<file path="config.mk">
export PLATFORM = sky130hd
export DESIGN_NAME = kvi_ctrl
export DESIGN_NICKNAME = d
export VERILOG_FILES = /design/src/rtl/core/kvi_pkg.sv /design/src/rtl/core/kvi_ctrl.sv
export SDC_FILE = /design/constraint.sdc
export NUM_CORES = 1
export LEC_CHECK = 0
export BUFFER_PORTS_ARGS = -buffer_cell sky130_fd_sc_hd__clkbuf_2
export CAP_MARGIN = 5
export CELL_PAD_IN_SITES_DETAIL_PLACEMENT = 0
export CELL_PAD_IN_SITES_GLOBAL_PLACEMENT = 1
export CORE_UTILIZATION = 40
export DETAILED_ROUTE_END_ITERATION = 8
export HOLD_SLACK_MARGIN = 0.15
export PLACE_DENSITY_LB_ADDON = 0.1
export SKIP_CTS_REPAIR_TIMING = 1
export SLEW_MARGIN = 10
export SYNTH_ARGS = -nofsm -noshare
export SYNTH_HDL_FRONTEND = slang
export SYNTH_SLANG_ARGS = --single-unit
</file>
<file path="constraint.sdc">
create_clock -name clk -period 3.66 [get_ports clk]
set_input_delay 0.549 -clock clk [delete_from_list [all_inputs] [get_ports clk]]
set_output_delay 0.549 -clock clk [all_outputs]
set_load 0.02 [all_outputs]
</file>
<file path="src/rtl/core/kvi_pkg.sv">
// Shared types, codes and widths for the keyframe vertex interpolator.
`timescale 1ns / 1ps
package kvi_pkg;
	localparam int TIME_W     = 32;
	localparam int VAL_W      = 32;
	localparam int DUR_W      = 31;
	localparam int CNT_CFG_W  = 7;
	localparam int IDX_OUT_W  = 6;
	localparam int FRAC_W     = 16;
	localparam int TFRAC_W    = FRAC_W + 1;
	localparam int CFG_IDX_W  = 2;
	localparam int CFG_DATA_W = 31;
	localparam int DIV_NUM_W  = 49;
	localparam int DIV_DEN_W  = 33;
	localparam int DIV_STEPS  = 49;
	localparam int DIV_CNT_W  = 6;

	typedef logic [1:0] action_t;
	localparam action_t ACT_STAGE  = 2'd0;
	localparam action_t ACT_COMMIT = 2'd1;
	localparam action_t ACT_QUERY  = 2'd2;

	typedef logic [1:0] status_t;
	localparam status_t ST_OK        = 2'd0;
	localparam status_t ST_EMPTY     = 2'd1;
	localparam status_t ST_FULL      = 2'd2;
	localparam status_t ST_COMMITTED = 2'd3;

	typedef logic [CFG_IDX_W-1:0] cfg_idx_t;
	localparam cfg_idx_t CFG_LOOP     = 2'd0;
	localparam cfg_idx_t CFG_DURATION = 2'd1;
	localparam cfg_idx_t CFG_COUNT    = 2'd2;

	localparam logic [DUR_W-1:0]     DUR_RESET = 31'd65536;
	localparam logic [CNT_CFG_W-1:0] CNT_RESET = 7'd64;

	typedef struct packed {
		logic    stage_we;
		logic    latch_item;
		logic    key_rd;
		logic    key_wr;
		logic    key_wr_new;
		logic    cp_rd;
		logic    norm_start;
		logic    nt_take;
		logic    first_ld;
		logic    prev_ld;
		logic    pair_ld;
		logic    single_first;
		logic    single_cur;
		logic    t_start;
		logic    t_zero;
		logic    t_take;
		logic    vx_rd;
		logic    mul_ld;
		logic    out_ld_data;
		logic    out_ld_resp;
		status_t resp_code;
	} kvi_cmd_t;

	typedef struct packed {
		logic div_busy;
		logic cur_gt_t;
		logic nt_ge_prev;
		logic nt_le_cur;
		logic nt_lt_first;
		logic span_zero;
		logic out_free;
	} kvi_sts_t;
endpackage

</file>
<file path="src/rtl/core/kvi_ctrl.sv">
// Controller: sequences staging, sorted insert, copy, search, divide and emit.
`timescale 1ns / 1ps
module kvi_ctrl #(
	parameter int MAX_KEYS       = 16,
	parameter int MAX_COMPONENTS = 64
) (
	input  logic                        clk,
	input  logic                        arst_n,
	input  logic                        in_valid,
	output logic                        in_stall,
	input  logic [1:0]                  action,
	output kvi_pkg::kvi_cmd_t           cmd,
	input  kvi_pkg::kvi_sts_t           sts,
	output logic [$clog2(MAX_KEYS)-1:0] key_raddr,
	output logic [$clog2(MAX_KEYS)-1:0] key_waddr,
	output logic [$clog2(MAX_KEYS)-1:0] key_slot,
	output logic [((MAX_COMPONENTS > 1) ? $clog2(MAX_COMPONENTS) : 1)-1:0] comp_idx,
	input  logic [((MAX_COMPONENTS > 1) ? $clog2(MAX_COMPONENTS) : 1)-1:0] last_idx
);
	import kvi_pkg::*;

	localparam int KW = $clog2(MAX_KEYS);
	localparam int NW = $clog2(MAX_KEYS + 1);
	localparam int CW = (MAX_COMPONENTS > 1) ? $clog2(MAX_COMPONENTS) : 1;

	localparam logic [3:0] S_IDLE    = 4'd0;
	localparam logic [3:0] S_C_RD    = 4'd1;
	localparam logic [3:0] S_C_CMP   = 4'd2;
	localparam logic [3:0] S_C_INS   = 4'd3;
	localparam logic [3:0] S_CP_RUN  = 4'd4;
	localparam logic [3:0] S_CP_END  = 4'd5;
	localparam logic [3:0] S_RESP    = 4'd6;
	localparam logic [3:0] S_N_START = 4'd7;
	localparam logic [3:0] S_N_WAIT  = 4'd8;
	localparam logic [3:0] S_S_RD    = 4'd9;
	localparam logic [3:0] S_S_CMP   = 4'd10;
	localparam logic [3:0] S_T_START = 4'd11;
	localparam logic [3:0] S_T_WAIT  = 4'd12;
	localparam logic [3:0] S_E_RD    = 4'd13;
	localparam logic [3:0] S_E_MUL   = 4'd14;
	localparam logic [3:0] S_E_OUT   = 4'd15;

	logic [3:0]    state_q, state_d;
	logic [NW-1:0] count_q, count_d;
	logic [KW-1:0] kidx_q, kidx_d;
	logic [CW-1:0] cidx_q, cidx_d;
	status_t       resp_q, resp_d;
	logic          take;
	logic [KW-1:0] last_key;

	assign in_stall  = state_q != S_IDLE;
	assign take      = in_valid && !in_stall;
	assign last_key  = KW'(count_q - 1'b1);
	assign key_raddr = kidx_q;
	assign key_slot  = count_q[KW-1:0];
	assign comp_idx  = cidx_q;

	always_comb begin
		cmd       = '0;
		cmd.resp_code = resp_q;
		state_d   = state_q;
		count_d   = count_q;
		kidx_d    = kidx_q;
		cidx_d    = cidx_q;
		resp_d    = resp_q;
		key_waddr = KW'(kidx_q + 1'b1);
		case (state_q)
			S_IDLE: begin
				if (take) begin
					case (action)
						ACT_STAGE: cmd.stage_we = 1'b1;
						ACT_COMMIT: begin
							cmd.latch_item = 1'b1;
							if (count_q == NW'(MAX_KEYS)) begin
								resp_d  = ST_FULL;
								state_d = S_RESP;
							end else if (count_q == '0) begin
								state_d = S_C_INS;
							end else begin
								kidx_d  = last_key;
								state_d = S_C_RD;
							end
						end
						ACT_QUERY: begin
							cmd.latch_item = 1'b1;
							if (count_q == '0) begin
								resp_d  = ST_EMPTY;
								state_d = S_RESP;
							end else begin
								state_d = S_N_START;
							end
						end
						default: ;
					endcase
				end
			end
			S_C_RD: begin
				cmd.key_rd = 1'b1;
				state_d    = S_C_CMP;
			end
			S_C_CMP: begin
				cmd.key_wr = 1'b1;
				// later keys move up one place; ties stay in front of the new key
				if (sts.cur_gt_t) begin
					if (kidx_q == '0) begin
						state_d = S_C_INS;
					end else begin
						kidx_d  = kidx_q - 1'b1;
						state_d = S_C_RD;
					end
				end else begin
					cmd.key_wr_new = 1'b1;
					cidx_d         = '0;
					state_d        = S_CP_RUN;
				end
			end
			S_C_INS: begin
				key_waddr      = '0;
				cmd.key_wr     = 1'b1;
				cmd.key_wr_new = 1'b1;
				cidx_d         = '0;
				state_d        = S_CP_RUN;
			end
			S_CP_RUN: begin
				cmd.cp_rd = 1'b1;
				if (cidx_q == CW'(MAX_COMPONENTS - 1))
					state_d = S_CP_END;
				else
					cidx_d = cidx_q + 1'b1;
			end
			S_CP_END: begin
				count_d = count_q + 1'b1;
				resp_d  = ST_COMMITTED;
				state_d = S_RESP;
			end
			S_RESP: begin
				if (sts.out_free) begin
					cmd.out_ld_resp = 1'b1;
					state_d         = S_IDLE;
				end
			end
			S_N_START: begin
				cmd.norm_start = 1'b1;
				state_d        = S_N_WAIT;
			end
			S_N_WAIT: begin
				if (!sts.div_busy) begin
					cmd.nt_take = 1'b1;
					kidx_d      = '0;
					state_d     = S_S_RD;
				end
			end
			S_S_RD: begin
				cmd.key_rd = 1'b1;
				state_d    = S_S_CMP;
			end
			S_S_CMP: begin
				if (kidx_q == '0) begin
					cmd.first_ld = 1'b1;
					cmd.prev_ld  = 1'b1;
					if (count_q == NW'(1)) begin
						cmd.single_cur = 1'b1;
						state_d        = S_T_START;
					end else begin
						kidx_d  = KW'(1);
						state_d = S_S_RD;
					end
				end else if (sts.nt_ge_prev && sts.nt_le_cur) begin
					cmd.pair_ld = 1'b1;
					state_d     = S_T_START;
				end else begin
					cmd.prev_ld = 1'b1;
					if (kidx_q == last_key) begin
						// no bracketing pair: hold the first or the last key
						if (sts.nt_lt_first)
							cmd.single_first = 1'b1;
						else
							cmd.single_cur = 1'b1;
						state_d = S_T_START;
					end else begin
						kidx_d  = kidx_q + 1'b1;
						state_d = S_S_RD;
					end
				end
			end
			S_T_START: begin
				cidx_d = '0;
				if (sts.span_zero) begin
					cmd.t_zero = 1'b1;
					state_d    = S_E_RD;
				end else begin
					cmd.t_start = 1'b1;
					state_d     = S_T_WAIT;
				end
			end
			S_T_WAIT: begin
				if (!sts.div_busy) begin
					cmd.t_take = 1'b1;
					state_d    = S_E_RD;
				end
			end
			S_E_RD: begin
				cmd.vx_rd = 1'b1;
				state_d   = S_E_MUL;
			end
			S_E_MUL: begin
				cmd.mul_ld = 1'b1;
				state_d    = S_E_OUT;
			end
			S_E_OUT: begin
				if (sts.out_free) begin
					cmd.out_ld_data = 1'b1;
					if (cidx_q == last_idx) begin
						state_d = S_IDLE;
					end else begin
						cidx_d  = cidx_q + 1'b1;
						state_d = S_E_RD;
					end
				end
			end
			default: state_d = S_IDLE;
		endcase
	end

	always_ff @(posedge clk or negedge arst_n) begin
		if (!arst_n) begin
			state_q <= S_IDLE;
			count_q <= '0;
			kidx_q  <= '0;
			cidx_q  <= '0;
			resp_q  <= ST_OK;
		end else begin
			state_q <= state_d;
			count_q <= count_d;
			kidx_q  <= kidx_d;
			cidx_q  <= cidx_d;
			resp_q  <= resp_d;
		end
	end
endmodule

</file>
==> flow_summary_export.csv <==
group,metric,value,unit
setup_path,path_max_fanout,21,
drt,dr.pass1.iters,4,
timing,fin_crit_sh,78.8,%
setup_path,startpoint_type,"flop",
cells_and_area,design_area,2470,um^2
timing,skew,0.00566,ns
power_and_ir_drop,cellPowerDensity,812,nW/um^2
setup_path,worst_r2r_endpoint,"key_raddr[0]",
drt,first_iter_violations,125,
yosys,syn_nets,299,
placement,io_buffers,58,
drt,drcViolationCount,0,
timing,slew_viol_final,0,
drt,post_drt_wl_per_cell,15.3,um
timing,fmax,347,MHz
clock_tree,root_buffer,"clkbuf_8",
die,boundaryPins,59,
timing,rsz0062_at_grt,"no",
timing,final.setup.tns,0,ns
global_routing,grt_first_pass_wirelength,9330,um
drt,via_per_inst,5.47,
global_routing,track_usage,21.7,%
placement,hpwl,4470,um
worst_hold_path,min_path_type,"in2async",
die,die_x,75.3,um
drt,ant_nets,0,
die,rows,26,
die,dieArea,5670,um^2
global_routing,antenna_found_initial,0,
setup_path,startpoint,"state_q[1]",
flow_run,drv_cap,0,
global_routing,gr-total-overflow,0,
timing,hold_viol_final,0,
clock_tree,cts_buffers,3,
setup_path,r2r_start,"state_q[1]",
placement,postPlaceCellArea,2430,um^2
timing,setup_ws,0.774,ns
yosys,synth_cells,271,
global_routing,grt_max_degree,30,
cells_and_area,fin_nets,342,
drt,wl,5860,um
die,fp.dieH,75.3,um
yosys,yosys_warnings,0,
yosys,netlist_area,2150,um^2
drt,via_count,2095,
timing,fin_crit,2.89,ns
yosys,synth_edf_count,0,
clock_tree,cts_htree_levels,1,
yosys,yosysSeqAreaShare,24.4,%
setup_path,crit_path_end_kind,"output port",
cells_and_area,antenna_cells,0,
setup_path,reg2reg_setup_slack,1.24,ns
yosys,avgSynthCellArea,7.93,um^2
setup_path,critPathRequiredTime,3.11,ns
yosys,async_flop_share,100,%
timing,slew_headroom,40.6,%
setup_path,worstPathArrival,2.34,ns
run_status,status,"finished clean",
setup_path,crit_type,"reg2out",
timing,tightestPinTransition,0.891,ns
global_routing,grt_pass1_vias,1899,
die,initial_utilization,41.8,%
yosys,synth_flop_cell,"dfrtp_1",
die,core-area,5140,um^2
placement,place_congestion,0.856,
clock_tree,path_clk_slew,0.08,ns
yosys,ys_seq_elements,21,
setup_path,r2r_cells,5,
yosys,yosysUniqueCellTypes,63,
cells_and_area,fin_util,48.1,%
timing,setup-violations-final,0,
placement,dp_slack,1.06,ns
cells_and_area,area_growth,15.0,%
clock_tree,clock-sinks,21,
clock_tree,cts_buffer_depth,2,
power_and_ir_drop,leakagePower,1.12,nW
setup_path,cpPeakStageDelay,0.79,ns
clock_tree,clk_latency,0.27,ns
timing,timing.hold.ws,0.264,ns
power_and_ir_drop,max-vdd-ir-drop,0.000406,V
setup_path,cp_cell_sequence,"nand2_1 > nor3_1 > o21bai_1 > clkbuf_2",
clock_tree,cts_tree,"built",
cells_and_area,drive_gt1_share,23.3,%
setup_path,crit_slowest_cell,"dfrtp_1",
-- through the flow --
step / power [mW] / cells
after floorplan: 1.52 / 271
after global placement: 1.84 / 379
after detailed placement: 1.85 / 379
after CTS: 2.01 / 383
after global routing: 2.18 / 383
final: 2.01 / 383
-- cell type report --
class | instances | area [um^2]
Fill cell | 570 | 2670
Multi-Input combinational cell | 212 | 1450
Sequential cell | 21 | 526
Timing Repair Buffer | 59 | 298
Tap cell | 70 | 87.6
Inverter | 17 | 63.8
Clock buffer | 4 | 45.0
-- Yosys cell counts, types with 3 or more instances --
library cell	count	area, um^2
nor2b_1	3	18.8
buf_2	12	60.1
and3_1	4	25.0
dfrtp_1	21	526
nor4b_2	3	45.0
mux2_1	5	56.3
nor3b_1	4	30.0
a21oi_1	6	30.0
buf_4	4	30.0
xnor2_1	12	105
nand2_1	25	93.8
inv_1	15	56.3
xor2_1	9	78.8
mux2i_1	5	50.1
o21ai_1	6	30.0
o21a_1	3	22.5
nand3_1	8	40.0
a31oi_1	4	25.0
nand2b_1	7	43.8
ha_1	10	125
o21ai_0	9	45.0
nor4_1	3	18.8
nor3_1	16	80.1
nor2_1	27	101
clkbuf_1	4	15.0
-- report_power, final --
group          internal [mW]  switching, mW
Sequential             0.318          0.247
Combinational          0.516          0.765
Clock                 0.0778         0.0812
-- logic make-up (layout without fill, tap and decap cells) --
family | Yosys count | after routing | share of synthesized area, %
AO/OA/AOI/OAI | 54 | 54 | 17.6
XOR/XNOR | 21 | 21 | 8.56
adder cells (fa/ha/maj) | 10 | 10 | 5.82
buffers and inverters | 38 | 80 | 8.03
flip-flops | 21 | 21 | 24.4
multiplexers | 10 | 10 | 4.95
AND/OR/NAND/NOR | 117 | 117 | 30.6
-- worst max-delay path: cells and delay by family, from the launching register on --
| family | cells | cell delay [ns] |
|---|---|---|
| and+or+nand+nor | 2 | 0.88 |
| DFF | 1 | 0.79 |
| AOI/OAI and AO/OA | 1 | 0.21 |
| buffers and inverters | 1 | 0.20 |
-- layer usage --
layer	vias to the layer above	share of wire (%)	global-route usage, %	wire (um)
met2	48	48	35.7	2830
met4	0	1.4	7.00	83
met5	-	0	0	0
li1	1044	-	-	-
met3	7	3.3	2.25	192
met1	996	47	30.1	2760
-- state kept, by name, indices dropped and copies added, names as in the netlist --
signal / flops
resp_q: 2
comp_idx: 6
key_raddr: 4
state_q: 4
count_q: 5
-- worst max-delay path by stage --
stage          endpoint  slack (ns)  depth (start not counted)
5_1_grt         cmd[17]        0.62                          4
3_5_place_dp    cmd[17]        1.06                          4
4_1_cts         cmd[17]        0.77                          4
6_report        cmd[17]        0.77                          4
2_1_floorplan    cmd[9]        1.16                          8
3_3_place_gp    cmd[17]        1.09                          4
-- cells in the final DEF (no fill, tap or decap), types with 2 or more instances in the layout --
cell type / instances
a2bb2oi_1: 2
nand3_1: 8
clkbuf_8: 3
nand4_1: 2
mux2i_1: 5
xor2_1: 9
inv_1: 15
nor3_1: 16
o21ai_1: 6
nor4_1: 3
o2111ai_1: 2
clkbuf_2: 58
nor3b_1: 4
a211o_1: 2
dfrtp_1: 21
o32ai_1: 2
xnor2_1: 12
o21a_1: 3
a31oi_1: 4
mux2_1: 5
and3_1: 4
ha_1: 10
nor2_1: 27
nor4b_2: 3
and2_1: 2
nor2b_1: 3
nand2_1: 25
a21oi_1: 6
nand2b_1: 7
o21ai_0: 9
nor4b_1: 2
inv_2: 2
Power figures use the tool's default switching activity.
